--- src/hw/rtl/sphere_segment_support_point_unit_assert.svh ---
// Assertion macros shared by the sphere slab support point RTL
`ifndef SPHERE_SEGMENT_SUPPORT_POINT_UNIT_ASSERT_SVH
`define SPHERE_SEGMENT_SUPPORT_POINT_UNIT_ASSERT_SVH
`ifndef ASSERT_OFF
`define SSP_ASSERT_IMP(lbl, clk, rst_n, ante, cons) \
    lbl: assert property (@(posedge clk) disable iff (!rst_n) (ante) |-> (cons)) \
        else $error("ssp assertion failed");
`define SSP_ASSERT_NEXT(lbl, clk, rst_n, ante, cons) \
    lbl: assert property (@(posedge clk) disable iff (!rst_n) (ante) |=> (cons)) \
        else $error("ssp assertion failed");
`else
`define SSP_ASSERT_IMP(lbl, clk, rst_n, ante, cons)
`define SSP_ASSERT_NEXT(lbl, clk, rst_n, ante, cons)
`endif
`endif

--- src/hw/rtl/ssp_pkg.sv ---
// Shared constants and types of the sphere slab support point unit
package ssp_pkg;
    localparam int SSP_DATA_W    = 32;
    localparam int SSP_CFG_W     = 31;
    localparam int SSP_CFG_IDX_W = 1;
    localparam int SSP_SQ_W      = 64;
    localparam int SSP_ROOT_W    = SSP_SQ_W / 2;
    localparam int SSP_NUM_W     = 63;
    localparam int SSP_Q_W       = 31;

    localparam logic [SSP_CFG_IDX_W-1:0] SSP_CFG_RADIUS     = 1'b0;
    localparam logic [SSP_CFG_IDX_W-1:0] SSP_CFG_HALF_WIDTH = 1'b1;

    localparam logic [SSP_CFG_W-1:0] SSP_RADIUS_RST     = 31'd65536;
    localparam logic [SSP_CFG_W-1:0] SSP_HALF_WIDTH_RST = 31'd32768;

    // squared lengths at or below this count as zero
    localparam logic [SSP_SQ_W-1:0] SSP_SQ_EPS = 64'd512;

    typedef struct packed {
        logic signed [SSP_DATA_W-1:0] point_x;
        logic signed [SSP_DATA_W-1:0] point_y;
        logic signed [SSP_DATA_W-1:0] point_z;
        logic                         batch_end_out;
    } t_point;
endpackage

--- src/hw/rtl/ssp_div_pipe.sv ---
// Pipelined restoring divider, one quotient bit per stage, lanes share a divisor
module ssp_div_pipe import ssp_pkg::*; #(
    parameter int NUM_W = SSP_NUM_W,
    parameter int DEN_W = SSP_ROOT_W,
    parameter int Q_W   = SSP_Q_W,
    parameter int LANES = 1,
    parameter int SB_W  = 1
) (
    input  logic                        i_clk,
    input  logic                        i_rst_n,
    input  logic                        i_en,
    input  logic                        i_valid,
    input  logic [SB_W-1:0]             i_sb,
    input  logic [LANES-1:0][NUM_W-1:0] i_num,
    input  logic [DEN_W-1:0]            i_den,
    output logic                        o_valid,
    output logic [SB_W-1:0]             o_sb,
    output logic [LANES-1:0][Q_W-1:0]   o_q
);
    // quotient must fit in Q_W bits, so the top numerator bits start below the divisor
    logic                        r_v   [Q_W];
    logic [SB_W-1:0]             r_sb  [Q_W];
    logic [LANES-1:0][NUM_W-1:0] r_num [Q_W];
    logic [DEN_W-1:0]            r_den [Q_W];
    logic [LANES-1:0][DEN_W-1:0] r_rem [Q_W];
    logic [LANES-1:0][Q_W-1:0]   r_q   [Q_W];

    for (genvar k = 0; k < Q_W; k++) begin : g_stg
        localparam int B = Q_W - 1 - k;
        logic                        v_d;
        logic [SB_W-1:0]             sb_d;
        logic [LANES-1:0][NUM_W-1:0] num_d;
        logic [DEN_W-1:0]            den_d;
        logic [LANES-1:0][DEN_W-1:0] rem_d;
        logic [LANES-1:0][Q_W-1:0]   q_d;
        logic [LANES-1:0][DEN_W:0]   cat;
        logic [LANES-1:0][DEN_W:0]   dif;
        logic [LANES-1:0][DEN_W-1:0] n_rem;
        logic [LANES-1:0][Q_W-1:0]   n_q;

        if (k == 0) begin : g_head
            assign v_d   = i_valid;
            assign sb_d  = i_sb;
            assign num_d = i_num;
            assign den_d = i_den;
            assign q_d   = '0;
            always_comb begin
                for (int l = 0; l < LANES; l++) begin
                    rem_d[l] = DEN_W'(i_num[l][NUM_W-1:Q_W]);
                end
            end
        end else begin : g_tail
            assign v_d   = r_v[k-1];
            assign sb_d  = r_sb[k-1];
            assign num_d = r_num[k-1];
            assign den_d = r_den[k-1];
            assign rem_d = r_rem[k-1];
            assign q_d   = r_q[k-1];
        end

        always_comb begin
            for (int l = 0; l < LANES; l++) begin
                cat[l] = {rem_d[l], num_d[l][B]};
                dif[l] = cat[l] - {1'b0, den_d};
                if (cat[l] >= {1'b0, den_d}) begin
                    n_rem[l] = dif[l][DEN_W-1:0];
                    n_q[l]   = {q_d[l][Q_W-2:0], 1'b1};
                end else begin
                    n_rem[l] = cat[l][DEN_W-1:0];
                    n_q[l]   = {q_d[l][Q_W-2:0], 1'b0};
                end
            end
        end

        always_ff @(posedge i_clk) begin
            if (!i_rst_n) begin
                r_v[k] <= 1'b0;
            end else if (i_en) begin
                r_v[k] <= v_d;
            end
        end

        always_ff @(posedge i_clk) begin
            if (i_en) begin
                r_sb[k]  <= sb_d;
                r_num[k] <= num_d;
                r_den[k] <= den_d;
                r_rem[k] <= n_rem;
                r_q[k]   <= n_q;
            end
        end
    end

    assign o_valid = r_v[Q_W-1];
    assign o_sb    = r_sb[Q_W-1];
    assign o_q     = r_q[Q_W-1];
endmodule

--- config.mk ---
export PLATFORM = sky130hd
export DESIGN_NAME = ssp_div_pipe
export DESIGN_NICKNAME = d
export VERILOG_FILES = /design/src/hw/rtl/sphere_segment_support_point_unit_assert.svh /design/src/hw/rtl/ssp_pkg.sv /design/src/hw/rtl/ssp_div_pipe.sv
export SDC_FILE = /design/constraint.sdc
export NUM_CORES = 2
export LEC_CHECK = 0
export CAP_MARGIN = 0
export CORE_ASPECT_RATIO = 0.5
export CORE_MARGIN = 8
export CORE_UTILIZATION = 45
export DETAILED_ROUTE_END_ITERATION = 10
export DONT_BUFFER_PORTS = 1
export PLACE_DENSITY = 0.59
export SKIP_CTS_REPAIR_TIMING = 1
export SYNTH_ARGS = -nofsm -noshare
export SYNTH_HDL_FRONTEND = slang
export SYNTH_MEMORY_MAX_BITS = 65536
export SYNTH_SLANG_ARGS = --single-unit
--- constraint.sdc ---
create_clock -name i_clk -period 4.2 [get_ports i_clk]
set_input_delay 0.21 -clock i_clk [delete_from_list [all_inputs] [get_ports i_clk]]
set_output_delay 0.21 -clock i_clk [all_outputs]
set_load 0.02 [all_outputs]
==> reports/metrics.yaml <==
cts:
  ctsHtreeMaxLevel: 5
  clkSinkCount: 2943
  tritoncts: "built"
  cts_made_buffers: 291
  clkLatencyLatePin_ns: 0.89
  clk_path_buf_depth: 4
  cts-root-buf: "clkbuf_16"
  clk_pin_slew_ns: 0.06
yosys:
  synth_common_cells: "2942 x edfxtp_1, 1250 x inv_1, 992 x ha_1"
  ys_seq_area_share_pct: 58.2
  postSynth.asyncResetShare_pct: 0
  yosysWarnings: 0
  synth_seq_cells: 2943
  synth_enable_flop_cells: 2942
  syn_inst: 12500
  avgSynthCellArea_um2: 12.1
  synth_area_leader_cell: "edfxtp_1"
  netlist.area_leader.share_pct: 58.1
  synthFlopType: "edfxtp_1"
  mappedNetlistArea_um2: 152000
  synth.area.top_cells: "edfxtp_1 58%, ha_1 8.2%, inv_1 3.1%"
  yosysMostFrequentCell: "edfxtp_1"
  syn-num-nets: 13700
  synth_cell_types: 100
drt:
  ant_nets: 0
  viasPerCell: 5.32
  wl_um: 321000
  wl_per_cell_um: 18.1
  drcViolationCount: 0
  vias: 94100
  drtIter0Drc: 4817
  dr.pass1.iters: 8
floorplanning:
  die_h_um: 427
  row_count: 150
  die_w_um: 838
  io_pins: 133
  core_um2: 335000
  start_util_pct: 45.4
  die_area_um2: 358000
global_route:
  grt_first_pass_wirelength_um: 496000
  antenna_found_initial: 1
  grt_overflow: 0
  grt_pass1_vias: 96300
  grt_max_degree: 293
  grt_usage_pct: 17.1
placed_design:
  gp_congestion: 0.951
  hpwl_um: 232000
  port_buffers: 0
  dp_slack_ns: -5.39
power:
  p_leak_uw: 0.0686
  power_density_nw_per_um2: 766
  power.total_uw: 131000
  ir_worst_vdd_uv: 341
timing:
  finalHoldViolCount: 6
  slew_headroom_pct: 21.3
  worst_pin_slew_ns: 1.18
  period_share_pct: 98.6
  fin_crit_ns: 4.14
  whs_ns: -0.0264
  setup_viol: 0
  drv_slew: 0
  clock_skew_ns: 0.0618
  timing.final.ws_setup_ns: 0.0598
  fmax_ghz: 0.242
  rsz0062_at_grt: "false"
critical_path:
  crit_start: "i_den[21]"
  r2r-end: "r_rem[15][28]"
  reg2regPathDepth: 12
  critPathLaunchType: "input pin"
  crit_required_ns: 4.81
  critPathCaptureType: "register"
  cp-endpoint: "r_rem[0][20]"
  worst-setup-path-type: "input pin to register"
  regToRegSetupSlack_ns: 0.15
  worstPathArrival_ns: 4.75
  r2r_start: "r_den[14][11]"
  crit_path_max_fanout: 33
layout:
  fillers: 28800
  area_growth_pct: 12.2
  final_nets: 14100
  drive_gt1_share_pct: 8.61
flow_run:
  cap_violations: 0
outcome:
  violations: "negative hold slack"
  outcome: "finished, violations left"
min_path:
  hp-class: "input pin to register"
area by class of cell:
type,count,area [um2],area share (%)
Sequential cell,2943,88400,51.8
Multi-Input combinational cell,8052,57800,33.9
Clock buffer,363,7760,4.55
Tap cell,4484,5610,3.29
Antenna cell,4,10.0,0.00587
Inverter,1252,4700,2.76
Clock inverter,146,1340,0.784
Timing Repair Buffer,444,4850,2.85
report_power, final:
part | leakage, uW | total, uW | switching, uW | internal, uW
sequential | 0.0288 | 45800 | 3320 | 42400
clock | 0.00441 | 25600 | 11100 | 14500
combinational | 0.0354 | 59300 | 32900 | 26400
total | 0.0686 | 131000 | 47300 | 83400
metrics by stage:
| step | util (%) | instances | TNS [ns] | cell area (um2) |
|---|---|---|---|---|
| 2_1_floorplan | - | 12500 | 0 | 152000 |
| 3_3_place_gp | 47.5 | 17000 | -4090.74 | 159000 |
| 3_5_place_dp | 47.5 | 17000 | -4389.22 | 159000 |
| 4_1_cts | 50.2 | 17500 | -3056.51 | 168000 |
| 5_1_grt | 50.9 | 17700 | 0 | 170000 |
| 6_report | 50.9 | 17700 | 0 | 170000 |
per-layer routing:
layer  track usage, %  vias up  part of all wire (%)
met2             34.0     1642                    54
met1             16.8    44300                    37
met5                0        -                     0
met4             9.98        0                   6.3
li1                 -    47200                     -
met3             2.30      899                   2.9
critical path, cell delays in order:
cell           delay (ns)
dlygate4sd3_1        0.52
dlygate4sd3_1        0.59
inv_1                0.06
ha_1                 0.38
nand4_1              0.20
nor4b_1              0.74
and3_1               0.44
o21ai_0              0.13
o311a_1              0.17
a21oi_4              0.15
buf_12               0.22
mux2_2               0.35
dlygate4sd3_1        0.55
how the worst min path moves through the flow:
stage | cells past startpoint | start | end | slack (ns)
finish | 2 | i_en | r_q[2][11] | -0.03
detailed placement | 0 | i_num[22] | r_num[0][22] | 0.31
floorplan | 0 | i_den[0] | r_den[0][0] | 0.31
global route | 3 | i_num[39] | r_rem[0][9] | -0.001
CTS | 0 | i_num[8] | r_num[0][8] | -0.69
global placement | 0 | i_num[22] | r_num[0][22] | 0.31
cell families after synthesis:
logic type,Yosys count,share of synthesized area (%)
and+or+nand+nor,2602,8.21
adders and majority gates,1022,8.56
AOI/OAI and AO/OA,3186,13.2
buffers and inverters,1553,3.92
muxes,443,3.32
DFF,2943,58.2
xor gates and xnor gates,799,4.61
sequential cells by signal, summed over array words and instances (netlist names):
name / cells
r_v: 31
r_sb: 31
r_den: 960
r_q: 496
r_num: 465
r_rem: 960
layout by cell type, fill, tap and decap left out, drive strengths merged, types with 124 or more instances in the layout:
master / synthesis / layout
o21ai: 830 / 830
mux2: 403 / 403
ha: 992 / 992
dlygate4sd3: 0 / 167
nand3: 173 / 173
nor2b: 150 / 150
xor2: 339 / 339
clkbuf: 220 / 379
a21oi: 899 / 899
nor3: 124 / 124
xnor2: 460 / 460
nand2: 863 / 863
edfxtp: 2942 / 2942
nand4: 173 / 173
a21o: 533 / 533
buf: 81 / 261
and3: 128 / 128
inv: 1251 / 1258
nor2: 605 / 605
(Power assumes the default switching activity.)
