## src/hw/rtl/sphere_segment_support_point_unit_assert.svh

```systemverilog
// Assertion macros shared by the sphere slab support point RTL
`ifndef SPHERE_SEGMENT_SUPPORT_POINT_UNIT_ASSERT_SVH
`define SPHERE_SEGMENT_SUPPORT_POINT_UNIT_ASSERT_SVH
`ifndef ASSERT_OFF
`define SSP_ASSERT_IMP(lbl, clk, rst_n, ante, cons) \
    lbl: assert property (@(posedge clk) disable iff (!rst_n) (ante) |-> (cons)) \
        else $error("ssp assertion failed");
`define SSP_ASSERT_NEXT(lbl, clk, rst_n, ante, cons) \
    lbl: assert property (@(posedge clk) disable iff (!rst_n) (ante) |=> (cons)) \
        else $error("ssp assertion failed");
`else
`define SSP_ASSERT_IMP(lbl, clk, rst_n, ante, cons)
`define SSP_ASSERT_NEXT(lbl, clk, rst_n, ante, cons)
`endif
`endif

```

## src/hw/rtl/ssp_pkg.sv

```systemverilog
// Shared constants and types of the sphere slab support point unit
package ssp_pkg;
    localparam int SSP_DATA_W    = 32;
    localparam int SSP_CFG_W     = 31;
    localparam int SSP_CFG_IDX_W = 1;
    localparam int SSP_SQ_W      = 64;
    localparam int SSP_ROOT_W    = SSP_SQ_W / 2;
    localparam int SSP_NUM_W     = 63;
    localparam int SSP_Q_W       = 31;

    localparam logic [SSP_CFG_IDX_W-1:0] SSP_CFG_RADIUS     = 1'b0;
    localparam logic [SSP_CFG_IDX_W-1:0] SSP_CFG_HALF_WIDTH = 1'b1;

    localparam logic [SSP_CFG_W-1:0] SSP_RADIUS_RST     = 31'd65536;
    localparam logic [SSP_CFG_W-1:0] SSP_HALF_WIDTH_RST = 31'd32768;

    // squared lengths at or below this count as zero
    localparam logic [SSP_SQ_W-1:0] SSP_SQ_EPS = 64'd512;

    typedef struct packed {
        logic signed [SSP_DATA_W-1:0] point_x;
        logic signed [SSP_DATA_W-1:0] point_y;
        logic signed [SSP_DATA_W-1:0] point_z;
        logic                         batch_end_out;
    } t_point;
endpackage

```

## src/hw/rtl/ssp_isqrt_pipe.sv

```systemverilog
// Pipelined integer square root, one root bit per stage, several lanes
module ssp_isqrt_pipe import ssp_pkg::*; #(
    parameter int IN_W  = SSP_SQ_W,
    parameter int LANES = 1,
    parameter int SB_W  = 1
) (
    input  logic                              i_clk,
    input  logic                              i_rst_n,
    input  logic                              i_en,
    input  logic                              i_valid,
    input  logic [SB_W-1:0]                   i_sb,
    input  logic [LANES-1:0][IN_W-1:0]        i_rad,
    output logic                              o_valid,
    output logic [SB_W-1:0]                   o_sb,
    output logic [LANES-1:0][IN_W/2-1:0]      o_root
);
    localparam int OUT_W = IN_W / 2;
    localparam int REM_W = OUT_W + 2;

    logic                              r_v    [OUT_W];
    logic [SB_W-1:0]                   r_sb   [OUT_W];
    logic [LANES-1:0][IN_W-1:0]        r_rad  [OUT_W];
    logic [LANES-1:0][OUT_W-1:0]       r_root [OUT_W];
    logic [LANES-1:0][REM_W-1:0]       r_rem  [OUT_W];

    for (genvar k = 0; k < OUT_W; k++) begin : g_stg
        localparam int B = OUT_W - 1 - k;
        logic                        v_d;
        logic [SB_W-1:0]             sb_d;
        logic [LANES-1:0][IN_W-1:0]  rad_d;
        logic [LANES-1:0][OUT_W-1:0] root_d;
        logic [LANES-1:0][REM_W-1:0] rem_d;
        logic [LANES-1:0][REM_W-1:0] sh;
        logic [LANES-1:0][REM_W-1:0] trial;
        logic [LANES-1:0][OUT_W-1:0] n_root;
        logic [LANES-1:0][REM_W-1:0] n_rem;

        if (k == 0) begin : g_head
            assign v_d    = i_valid;
            assign sb_d   = i_sb;
            assign rad_d  = i_rad;
            assign root_d = '0;
            assign rem_d  = '0;
        end else begin : g_tail
            assign v_d    = r_v[k-1];
            assign sb_d   = r_sb[k-1];
            assign rad_d  = r_rad[k-1];
            assign root_d = r_root[k-1];
            assign rem_d  = r_rem[k-1];
        end

        always_comb begin
            for (int l = 0; l < LANES; l++) begin
                sh[l]    = {rem_d[l][OUT_W-1:0], rad_d[l][2*B+1 -: 2]};
                trial[l] = {root_d[l], 2'b01};
                if (sh[l] >= trial[l]) begin
                    n_rem[l]  = sh[l] - trial[l];
                    n_root[l] = {root_d[l][OUT_W-2:0], 1'b1};
                end else begin
                    n_rem[l]  = sh[l];
                    n_root[l] = {root_d[l][OUT_W-2:0], 1'b0};
                end
            end
        end

        always_ff @(posedge i_clk) begin
            if (!i_rst_n) begin
                r_v[k] <= 1'b0;
            end else if (i_en) begin
                r_v[k] <= v_d;
            end
        end

        always_ff @(posedge i_clk) begin
            if (i_en) begin
                r_sb[k]   <= sb_d;
                r_rad[k]  <= rad_d;
                r_root[k] <= n_root;
                r_rem[k]  <= n_rem;
            end
        end
    end

    assign o_valid = r_v[OUT_W-1];
    assign o_sb    = r_sb[OUT_W-1];
    assign o_root  = r_root[OUT_W-1];
endmodule

```

## config.mk

```make
export PLATFORM = sky130hd
export DESIGN_NAME = ssp_isqrt_pipe
export DESIGN_NICKNAME = d
export VERILOG_FILES = /design/src/hw/rtl/sphere_segment_support_point_unit_assert.svh /design/src/hw/rtl/ssp_pkg.sv /design/src/hw/rtl/ssp_isqrt_pipe.sv
export SDC_FILE = /design/constraint.sdc
export NUM_CORES = 2
export LEC_CHECK = 0
export BUFFER_PORTS_ARGS = -buffer_cell sky130_fd_sc_hd__buf_4
export CORE_MARGIN = 1.5
export CORE_UTILIZATION = 30
export DETAILED_ROUTE_END_ITERATION = 8
export MAX_ROUTING_LAYER = met4
export PLACE_DENSITY = 0.49
export SYNTH_ARGS = -nofsm -noshare
export SYNTH_HDL_FRONTEND = slang
export SYNTH_MEMORY_MAX_BITS = 65536
export SYNTH_SLANG_ARGS = --single-unit
```

## constraint.sdc

```tcl
create_clock -name i_clk -period 4.6 [get_ports i_clk]
set_input_delay 0.46 -clock i_clk [delete_from_list [all_inputs] [get_ports i_clk]]
set_output_delay 0.46 -clock i_clk [all_outputs]
set_load 0.1 [all_outputs]
```

==> metrics.yaml <==
synth_cell_type_count: 82
slowest_stage: "or4b_1"
path_clk_slew_ns: 0.06
critPathMaxStageDelay_ns: 0.63
rsz0062_at_grt: "no"
fin_ws_ns: 0.582
avgSynthCellArea_um2: 13.1
cts_root_buffer: "clkbuf_16"
antenna_found_initial: 1
core_um2: 389000
synth_cells: 8926
cp-start-kind: "register"
max_slew_margin_pct: 27.9
grt_max_degree: 161
syn_to_final_growth_pct: 15.5
maxCapViolCount: 0
crit_path_end_kind: "register"
worstSetupPathType: "register to register"
drcViolationCount: 0
seq_area_frac_synth_pct: 65.0
io_buffers: 102
cts_sinks: 2529
hpwl_um: 178000
period_minus_slack_ns: 4.02
dr.pass1.iters: 5
cts_hold_buf: 68
drive_above_1_share_pct: 8.60
worstRegToRegCells: 8
wl_per_cell_um: 16.9
placedInstanceArea_um2: 125000
critical_path.endpoint: "r_rem[0][285]"
tightestPinTransition_ns: 1.07
slew_violations: 0
path_cells: "or4_4 > or4b_1 > or2_1 > o41a_1 > nand2b_2 > o221ai_1 > or4_1 > xnor2_1"
hp-class: "input port to register"
final.period_utilization_pct: 87.3
fin_tns_setup_ns: 0
start_util_pct: 30.1
startpoint: "r_rem[0][249]"
synth_top_area_cell: "edfxtp_1"
yosys_warnings: 0
netlist_area_um2: 117000
ys.flop_type: "edfxtp_1"
syn-num-nets: 9556
track_usage_pct: 12.8
vias_per_cell: 4.70
cts_tree: "built"
io_pins: 103
die_w_um: 627
ant_nets: 0
rows: 229
grt_pass1_vias: 71000
final_cell_area_um2: 135000
h-tree-depth: 5
die_h_um: 627
setup_viol: 0
synthArstFlopShare_pct: 0
gr-total-overflow: 0
cts_resized: 0
fillers: 37700
hold_viol_final: 0
post-cts-setup-buffers: 0
worstPathRequired_ns: 5.24
r2r_start: "r_rem[0][249]"
ir_drop_mv: 0.306
clock_path_buffers: 4
cts_buffers: 300
total_power_mw: 68.8
final_util_pct: 34.7
die_area_um2: 393000
ys_seq_elements: 2529
worst_clock_skew_ns: 0.0970
synth_edf_count: 2528
wirelength_um: 250000
timing.fmax_mhz: 249
clock_latency_ns: 0.91
powerDensity_nw_per_um2: 510
p_leak_nw: 50.9
rrSetupSlack_ns: 0.58
worst_ep_arrival_time_ns: 4.66
r2r_end: "r_rem[0][285]"
grt_pass1_wl_um: 392000
worstHoldPathCells: 1
drtIter0Drc: 4214
fin_nets: 9960
synth_top_area_share_pct: 65.0
dr_total_vias: 69400
place_ws_ns: 0.571
status: "finished, final reports clean"
yosys-top-cells-area: "edfxtp_1 (65%), ha_1 (6.0%), xnor2_1 (3.1%)"
place_congestion: 0.926
crit_fanout: 12
==> area by class of cell <==
cell class / instances / area, µm² / area share [%]
clock buffer: 368 / 7930 / 5.88
tap: 5197 / 6500 / 4.82
clock inverter: 173 / 1740 / 1.29
inverter: 702 / 2640 / 1.95
timing repair buffer: 263 / 2460 / 1.83
multi-input combinational: 5534 / 37800 / 28.0
antenna: 1 / 2.50 / 0.00185
sequential: 2529 / 75900 / 56.3
==> sequential cells by signal (all words and copies together) (netlist names) <==
name / flops
r_rad: 992
r_rem: 945
r_root: 528
r_sb: 32
r_v: 32
==> per-layer routing <==
metal,GRT usage [%],routed length (µm)
met3,1.81,8850
met2,22.7,127000
met5,-,0
met1,14.0,101000
met4,6.06,12800
==> kinds of logic after synthesis <==
group / synth area share (%)
AO/OA/AOI/OAI: 9.38
XOR/XNOR: 5.93
AND/OR/NAND/NOR: 9.69
buffers and inverters: 2.78
multiplexers: 1.24
other: 0.00321
flip-flops: 65.0
adder cells (fa/ha/maj): 6.01
==> power by group <==
part / switching (mW) / internal [mW] / leakage (nW)
Combinational: 8.26 / 6.12 / 21.9
Sequential: 1.90 / 29.3 / 24.4
Clock: 9.61 / 13.6 / 4.67
==> critical path, delay by kind of cell, from the launching register on <==
family	cells	cell delay, ns
and+or+nand+nor	5	2.28
AOI/OAI and AO/OA	2	0.90
DFF	1	0.43
xor gates and xnor gates	1	0.15
==> worst min path at each step <==
stage                       start       endpoint  slack (ns)
global placement    r_rad[0][238]  r_rad[0][302]        0.40
floorplan            r_rad[0][36]  r_rad[0][100]        0.40
finish                       i_en   r_rad[0][30]        0.09
detailed placement   r_rad[0][78]  r_rad[0][142]        0.40
global route                 i_en   r_rad[0][96]        0.06
CTS                          i_en   r_rad[0][96]        0.03
==> cells in the mapped netlist, types with 10 or more instances <==
cell type  instances
nor3_1           215
mux2_2           120
and4_1            13
a2111oi_0         12
o2111ai_1         17
a21o_1           231
nor3b_1           21
nor2b_1           82
nor2_1           559
and3_1            79
xnor2_1          415
or2_2             46
nand4_1           96
inv_1            701
o211ai_1          33
a211o_1           14
nand4b_1          14
clkbuf_1         144
o31a_1            12
a21oi_1          549
a21boi_0          27
nor4_1           110
a31o_2            17
nand3b_1          21
o211a_1           12
buf_1             13
ha_1             561
o21ai_0          438
a31oi_1           51
or4_1             47
xor2_1           376
o41ai_1           10
nand3_1          138
edfxtp_1        2528
mux2i_1           10
and2_1            33
or3_1             96
nor4b_1           10
o21a_1            98
a211oi_1          47
o21bai_1          44
nand2b_1         108
o31ai_1           51
nand2_1          577
==> layout by cell type, fill, tap and decap left out, drive strengths merged, types with 21 or more instances in the layout <==
| cell type | instances |
|---|---|
| dlygate4sd3 | 68 |
| a21o | 231 |
| a31oi | 51 |
| and3 | 79 |
| clkbuf | 368 |
| a211oi | 47 |
| o21bai | 44 |
| xor2 | 376 |
| nor2b | 82 |
| nor4 | 112 |
| mux2 | 120 |
| o21ai | 438 |
| inv | 715 |
| or2 | 47 |
| a21oi | 549 |
| nand4 | 96 |
| clkinv | 124 |
| nor3 | 215 |
| xnor2 | 415 |
| edfxtp | 2528 |
| ha | 561 |
| o31ai | 51 |
| and2 | 34 |
| nand2b | 109 |
| nand3 | 138 |
| nand3b | 21 |
| nor3b | 21 |
| nand2 | 577 |
| buf | 195 |
| o21a | 98 |
| nor2 | 560 |
| or3 | 96 |
| o211ai | 33 |
| or4 | 48 |
| bufinv | 22 |
| a21boi | 27 |
==> stage by stage <==
step / hold WS (ns) / cells
2_1_floorplan: 0.400 / 8926
3_3_place_gp: 0.400 / 14200
3_5_place_dp: 0.405 / 14200
4_1_cts: 0.0349 / 14800
5_1_grt: 0.0562 / 14800
6_report: 0.0925 / 14800
(Power assumes the default switching activity.)
