File: config.mk
export PLATFORM = sky130hd
export DESIGN_NAME = ssp_out_buf
export DESIGN_NICKNAME = d
export VERILOG_FILES = /design/src/hw/rtl/ssp_pkg.sv /design/src/hw/rtl/ssp_out_buf.sv
export VERILOG_INCLUDE_DIRS = /design/src /design/src/hw/rtl
export SDC_FILE = /design/constraint.sdc
export NUM_CORES = 1
export LEC_CHECK = 0
export BUFFER_PORTS_ARGS = -buffer_cell sky130_fd_sc_hd__buf_2
export CAP_MARGIN = 25
export CORE_UTILIZATION = 35
export CTS_CLUSTER_SIZE = 8
export DETAILED_ROUTE_END_ITERATION = 6
export PLACE_DENSITY_LB_ADDON = 0.12
export SYNTH_ARGS = -nofsm -noshare
export SYNTH_HDL_FRONTEND = slang
export SYNTH_SLANG_ARGS = --single-unit
File: constraint.sdc
create_clock -name i_clk -period 10.6 [get_ports i_clk]
set_input_delay 0.53 -clock i_clk [delete_from_list [all_inputs] [get_ports i_clk]]
set_output_delay 0.53 -clock i_clk [all_outputs]
set_load 0.02 [all_outputs]
File: src/hw/rtl/sphere_segment_support_point_unit_assert.svh
// Assertion macros shared by the sphere slab support point RTL
`ifndef SPHERE_SEGMENT_SUPPORT_POINT_UNIT_ASSERT_SVH
`define SPHERE_SEGMENT_SUPPORT_POINT_UNIT_ASSERT_SVH
`ifndef ASSERT_OFF
`define SSP_ASSERT_IMP(lbl, clk, rst_n, ante, cons) \
    lbl: assert property (@(posedge clk) disable iff (!rst_n) (ante) |-> (cons)) \
        else $error("ssp assertion failed");
`define SSP_ASSERT_NEXT(lbl, clk, rst_n, ante, cons) \
    lbl: assert property (@(posedge clk) disable iff (!rst_n) (ante) |=> (cons)) \
        else $error("ssp assertion failed");
`else
`define SSP_ASSERT_IMP(lbl, clk, rst_n, ante, cons)
`define SSP_ASSERT_NEXT(lbl, clk, rst_n, ante, cons)
`endif
`endif

File: src/hw/rtl/ssp_pkg.sv
// Shared constants and types of the sphere slab support point unit
package ssp_pkg;
    localparam int SSP_DATA_W    = 32;
    localparam int SSP_CFG_W     = 31;
    localparam int SSP_CFG_IDX_W = 1;
    localparam int SSP_SQ_W      = 64;
    localparam int SSP_ROOT_W    = SSP_SQ_W / 2;
    localparam int SSP_NUM_W     = 63;
    localparam int SSP_Q_W       = 31;

    localparam logic [SSP_CFG_IDX_W-1:0] SSP_CFG_RADIUS     = 1'b0;
    localparam logic [SSP_CFG_IDX_W-1:0] SSP_CFG_HALF_WIDTH = 1'b1;

    localparam logic [SSP_CFG_W-1:0] SSP_RADIUS_RST     = 31'd65536;
    localparam logic [SSP_CFG_W-1:0] SSP_HALF_WIDTH_RST = 31'd32768;

    // squared lengths at or below this count as zero
    localparam logic [SSP_SQ_W-1:0] SSP_SQ_EPS = 64'd512;

    typedef struct packed {
        logic signed [SSP_DATA_W-1:0] point_x;
        logic signed [SSP_DATA_W-1:0] point_y;
        logic signed [SSP_DATA_W-1:0] point_z;
        logic                         batch_end_out;
    } t_point;
endpackage

File: src/hw/rtl/ssp_out_buf.sv
// Output register with skid stage; upstream ready comes from a flop
`include "sphere_segment_support_point_unit_assert.svh"
module ssp_out_buf import ssp_pkg::*; (
    input  logic   i_clk,
    input  logic   i_rst_n,
    input  logic   i_valid,
    input  t_point i_data,
    output logic   o_ready,
    output logic   o_valid,
    output t_point o_data,
    input  logic   i_ready
);
    logic   r_out_v, n_out_v;
    logic   r_skid_v, n_skid_v;
    t_point r_out_d, n_out_d;
    t_point r_skid_d, n_skid_d;
    logic   take;
    logic   pop;

    assign take = i_valid && !r_skid_v;
    assign pop  = r_out_v && i_ready;

    always_comb begin
        n_out_v  = r_out_v;
        n_out_d  = r_out_d;
        n_skid_v = r_skid_v;
        n_skid_d = r_skid_d;
        if (pop) begin
            if (r_skid_v) begin
                n_out_d  = r_skid_d;
                n_skid_v = 1'b0;
            end else if (take) begin
                n_out_d = i_data;
            end else begin
                n_out_v = 1'b0;
            end
        end else if (take) begin
            if (r_out_v) begin
                n_skid_d = i_data;
                n_skid_v = 1'b1;
            end else begin
                n_out_d = i_data;
                n_out_v = 1'b1;
            end
        end
    end

    always_ff @(posedge i_clk) begin
        if (!i_rst_n) begin
            r_out_v  <= 1'b0;
            r_skid_v <= 1'b0;
        end else begin
            r_out_v  <= n_out_v;
            r_skid_v <= n_skid_v;
        end
    end

    always_ff @(posedge i_clk) begin
        r_out_d  <= n_out_d;
        r_skid_d <= n_skid_d;
    end

    assign o_ready = !r_skid_v;
    assign o_valid = r_out_v;
    assign o_data  = r_out_d;

    `SSP_ASSERT_IMP(a_skid_needs_out, i_clk, i_rst_n, r_skid_v, r_out_v)
    `SSP_ASSERT_NEXT(a_skid_fills, i_clk, i_rst_n, i_valid && !r_skid_v && r_out_v && !i_ready, r_skid_v)
    `SSP_ASSERT_NEXT(a_skid_drains, i_clk, i_rst_n, r_skid_v && i_ready, !r_skid_v && r_out_v && (r_out_d == $past(r_skid_d)))
endmodule

==> results.tsv, run 1 <==
metric	value	unit
Syn Area/Cell	22.9	um^2
Resize count post-CTS	0	
clock share of power	37.4	%
CTS buffer count	17	
main combinational cell family by area after synthesis	multiplexers	
cell accounting for the most synthesized area	edfxtp_1	
Tightest Pin Transition	0.820	ns
Final Cycle Share	23.5	%
first-pass GRT wire length	21.4	mm
max-slew violations	0	
antenna-violating nets left	0	
xor/xnor cell area share of the yosys netlist	0	%
area grow syn2layout	26.3	%
antenna violations before repair	2	
Initial Util	35.7	%
root buffer cell	clkbuf_16	
post-synthesis compound-gate area fraction	0.260	%
die area	21200	um^2
worst hold path class	primary input to register	
critical-path cell list	nand3_4, buf_4, mux2_2	
DR vias/cell	4.46	
largest net degree at the start of global routing	56	
kind of critical path	register to register	
Buf/Inv on CP	1	
hold_ws	0.298	ns
crit-path max cell delay	0.74	ns
final std cells w/o fill	813	
Critical Path End Type	register	
minimum clock period	2.49	ns
library cells used by synthesis	18	
asr flop ratio synth	0	%
initial DRC count	167	
fmax	401	MHz
mux cell area share after synthesis	16.7	%
Net Count, Synth	418	
Crit path max-delay family	buffers and inverters	
Max Clock Skew	0.00614	ns
Post-CTS Setup Inserts	0	
DR pass1 iterations	4	
Yosys top cell area share	80.6	%
outcome	finished clean	
CTS H-tree depth	4	
vias in the first global route	3742	
die width	146	um
Pwr Density	188	nW/um^2
core area	20200	um^2
P_sw	382	uW
clk buf depth	2	
Reg power frac	53.5	%
grt total ovfl	0	
post-synthesis cell area	7230	um^2
yosys warns	0	
via count	3629	
I/O pins	200	
Worst Path Required	10.77	ns
Max-Slew Margin vs Limit	45.3	%
TritonCTS clock tree	done	
RSZ-0062 raised after global routing	no	
gp weighted congestion	0.697	
All-Layer GR Usage	13.4	%
setup_tns	0	ns
drt wl/cell	16.9	um
Startpoint Class	register	
top cells by area, synth	edfxtp_1 (81%), mux2_2 (10%), mux2_4 (6.2%)	
Worst R2R Setup Slack	8.11	ns
post-synthesis sequential area ratio	81.1	%
CP Max Fanout	52	
Leak	0.00352	uW
WP data arrival	2.66	ns
routed wire length	13.7	mm
Worst IR Drop VDD	0.121	mV
Max-cap violations	0	
number of synthesized register bits	196	
final hold viol count	0	
number of enable flip-flop cells after synthesis	194	
simple-gate share of the synthesized area	0.658	%
Worst-path clk slew	0.07	ns
DP HPWL	8.92	mm
Comb pwr share	9.0	%
CTS Hold Bufs	0	
Critical-path top delay cell	buf_4	
adder and majority cell fraction of the synthesized area	0.173	%
Post-synth top cells	edfxtp_1 (194), mux2_2 (67), mux2_4 (30), buf_2 (6), buf_6 (4)	
I/O Buffers	199	
most numerous cell in the Yosys netlist	edfxtp_1	
Inst Count DP	779	
final net count	630	
synthesized instance count	316	
Net Sw Frac	22.2	%
Sink Count	196	
Final Power	1720	uW
share of layout cells above drive strength 1	61.7	%
P_int	1340	uW
final setup violating endpoints	0	
Core Rows	52	
Main synth FF type	edfxtp_1	
Die Ht	146	um
clk_lat worst skew	0.42	ns
DRC violations left	0	
## state kept, by name, indices dropped and copies added, names as in the netlist
name,count
r_skid_v,1
o_data,97
r_skid_d,97
o_valid,1
## power groups by stage
stage | registers (uW) | clock network [uW] | logic [uW]
after global routing | 925 | 693 | 168
after detailed placement | 937 | 0 | 159
after global placement | 937 | 0 | 156
after floorplan | 985 | 0 | 49.2
final | 920 | 643 | 155
after CTS | 921 | 663 | 159
## routing by layer
layer / global-route usage (%) / wire [um] / vias up
met2: 20.0 / 6230 / 143
met4: 4.32 / 180 / 0
met3: 6.61 / 1400 / 12
met1: 17.0 / 5930 / 1787
li1: - / - / 1687
met5: 0 / 0 / -
## cell type report
| cell class | count | area (um^2) |
|---|---|---|
| timing repair buffer | 203 | 1030 |
| inverter | 1 | 3.75 |
| tap | 270 | 338 |
| clock inverter | 15 | 163 |
| fill | 1776 | 11100 |
| multi-input combinational | 109 | 1300 |
| sequential | 196 | 5870 |
| clock buffer | 17 | 425 |
| antenna | 2 | 5.00 |
## cell usage in the layout (no fill, tap or decap), types with 2 or more instances in the layout
| master | netlist | routed |
|---|---|---|
| buf_2 | 6 | 199 |
| buf_4 | 0 | 4 |
| bufinv_16 | 0 | 3 |
| clkbuf_16 | 0 | 17 |
| clkinv_2 | 0 | 7 |
| dfxtp_1 | 2 | 2 |
| diode_2 | 0 | 2 |
| edfxtp_1 | 194 | 194 |
| inv_6 | 0 | 2 |
| mux2_2 | 67 | 67 |
| mux2_4 | 30 | 30 |
| nand2_1 | 2 | 2 |
## cell families (layout without fill, tap and decap cells)
family / count (synthesis) / in the layout
AO/OA/AOI/OAI: 3 / 3
adder cells (fa/ha/maj): 1 / 1
buffers and inverters: 11 / 236
flip-flops: 196 / 196
multiplexers: 97 / 97
other: 0 / 2
AND/OR/NAND/NOR: 8 / 8
## stage by stage
stage	util (%)	area, um^2	worst slack [ns]
after floorplan	-	7230	2.55
after global placement	42.2	8530	7.85
after detailed placement	42.2	8530	7.80
after CTS	45.1	9120	8.06
after global routing	45.1	9120	7.92
final	45.1	9130	8.11
## final timing paths
kind,startpoint,end,depth (start not counted)
worst min-delay path,i_data[13],r_skid_d[13]$_DFFE_PP_,1
worst min register to register,r_skid_d[63]$_DFFE_PP_,o_data[63]$_DFFE_PP_,1
worst max register to register,o_valid$_SDFFE_PN0P_,o_data[29]$_DFFE_PP_,3
worst max-delay path,o_valid$_SDFFE_PN0P_,o_data[29]$_DFFE_PP_,3
Power figures use the tool's default switching activity.
==> inputs of run 2 (changes only) <==
Clock period 10.6 ns to 2.15 ns, I/O delays scaled along.
==> results.tsv, run 2 (synthesized netlist as in run 1, its figures left out) <==
metric	value	unit	change
outcome	finished clean		
die width	146	um	unchanged
grt total ovfl	0		unchanged
Net Sw Frac	22.2	%	+0.029 points
Max Clock Skew	0.00696	ns	+0.000827 ns
Pwr Density	846	nW/um^2	+350%
first-pass GRT wire length	22.5	mm	+5.0%
Critical-path top delay cell	dfxtp_4		
critical-path cell list	nor2b_1, and3_4, buf_12		
largest net degree at the start of global routing	54		-3.6%
kind of critical path	register to register		
CTS buffer count	17		unchanged
max-slew violations	0		unchanged
antenna violations before repair	0		-2
final setup violating endpoints	0		unchanged
Max-Slew Margin vs Limit	72.6	%	+27 points
P_int	6750	uW	+400%
Worst R2R Setup Slack	0.48	ns	-7.62 ns
n_diodes	0		-2
final net count	733		+16%
Worst Path Required	2.25	ns	-8.52 ns
Max-cap violations	0		unchanged
minimum clock period	1.67	ns	-0.829 ns
clock share of power	36.9	%	-0.5 points
dpl ws	0.460	ns	-7.34 ns
final hold viol count	0		unchanged
routed wire length	14.1	mm	+2.6%
via count	3958		+9.1%
commonest non-fill, non-tap cell in the layout	buf_2		
final std cells w/o fill	914		+12%
CTS H-tree depth	4		unchanged
RSZ-0062 raised after global routing	no		
antenna-violating nets left	0		unchanged
Buf/Inv on CP	1		unchanged
Final Cycle Share	77.5	%	+54 points
WP data arrival	1.77	ns	-0.89 ns
P_sw	1930	uW	+410%
I/O pins	200		unchanged
DR pass1 iterations	4		unchanged
All-Layer GR Usage	13.8	%	+0.44 points
area grow syn2layout	42.0	%	
drt wl/cell	15.4	um	-8.8%
Core Rows	52		unchanged
crit-path max cell delay	0.40	ns	-0.34 ns
Startpoint Class	register		
Critical Path End Type	register		
Initial Util	35.7	%	unchanged
die area	21200	um^2	unchanged
Reg power frac	52.3	%	-1.2 points
initial DRC count	179		+7.2%
vias in the first global route	4240		+13%
Post-CTS Setup Inserts	0		unchanged
Resize count post-CTS	0		unchanged
Worst IR Drop VDD	0.509	mV	+320%
root buffer cell	clkbuf_16		
share of layout cells above drive strength 1	53.3	%	-8.5 points
DP HPWL	8.87	mm	-0.60%
most frequent cells in the layout	buf_2 (199), edfxtp_1 (194), dlygate4sd3_1 (98)		
TritonCTS clock tree	done		
gp weighted congestion	0.705		+1.2%
core area	20200	um^2	unchanged
clk buf depth	2		unchanged
Crit path max-delay family	simple AND/OR/NAND/NOR gates		
DR vias/cell	4.33		-3.0%
Comb pwr share	10.9	%	+1.9 points
Leak	0.00398	uW	+13%
CP Max Fanout	37		-29%
fmax	600	MHz	+50%
Inst Count DP	784		+0.64%
Final Power	8680	uW	+410%
Util after Layout	50.7	%	+5.6 points
Final Worst Setup Slack	0.485	ns	-7.62 ns
DRC violations left	0		unchanged
Die Ht	146	um	unchanged
clk_lat worst skew	0.42	ns	about the same
Tightest Pin Transition	0.411	ns	-0.409 ns
I/O Buffers	199		unchanged
Sink Count	196		unchanged
worst hold path class	primary input to register		
Worst-path clk slew	0.06	ns	about the same
setup_tns	0	ns	unchanged
Fillers	1710		-3.7%
CTS Hold Bufs	98		+98
run 2: cell types whose count changed in the layout (fill, tap and decap cells not counted), sizes merged:
cell         before  now
dlygate4sd3       0   98
buf             203  208
clkinv            9    5
clkbuf           17   20
diode             2    0
inv               3    4
run 2: power groups by stage:
stage	Sequential, uW	Combinational [uW]	Clock (uW)
after floorplan	4830	256	0
after global placement	4620	806	0
after detailed placement	4620	818	0
after CTS	4540	960	3310
after global routing	4560	1010	3460
final	4540	943	3200
run 2: stage by stage:
stage | hold WS, ns | cell area (um^2)
floorplan | 0.206 | 7280
global placement | 0.295 | 8690
detailed placement | 0.300 | 8690
CTS | 0.0127 | 10300
global route | 0.0222 | 10300
finish | 0.0343 | 10300
run 2: final timing paths:
check	cells after the start	to	from
max	3	r_skid_d[95]$_DFFE_PP_	o_valid$_SDFFE_PN0P_
min	2	o_valid$_SDFFE_PN0P_	i_ready
max reg2reg	3	r_skid_d[95]$_DFFE_PP_	o_valid$_SDFFE_PN0P_
min reg2reg	1	o_data[94]$_DFFE_PP_	r_skid_d[94]$_DFFE_PP_
run 2: worst reg2reg max path, cell delays in order, from the launching register on:
cell and delay (ns):
dfxtp_4 0.40, nor2b_1 0.27, and3_4 0.40, buf_12 0.27
run 2: routing by layer:
layer / global-route usage [%] / wire length (um) / vias up
li1: - / - / 1891
met1: 17.7 / 6410 / 1924
met2: 22.0 / 6590 / 130
met3: 4.33 / 924 / 13
met4: 5.26 / 172 / 0
met5: 0 / 0 / -
run 2: final cells by class:
| class | count | area, um^2 | area share, % |
|---|---|---|---|
| Clock buffer | 20 | 437 | 4.25 |
| Clock inverter | 12 | 153 | 1.49 |
| Inverter | 1 | 8.76 | 0.0853 |
| Multi-Input combinational cell | 109 | 1340 | 13.0 |
| Sequential cell | 196 | 5870 | 57.2 |
| Tap cell | 270 | 338 | 3.29 |
| Timing Repair Buffer | 306 | 2120 | 20.7 |
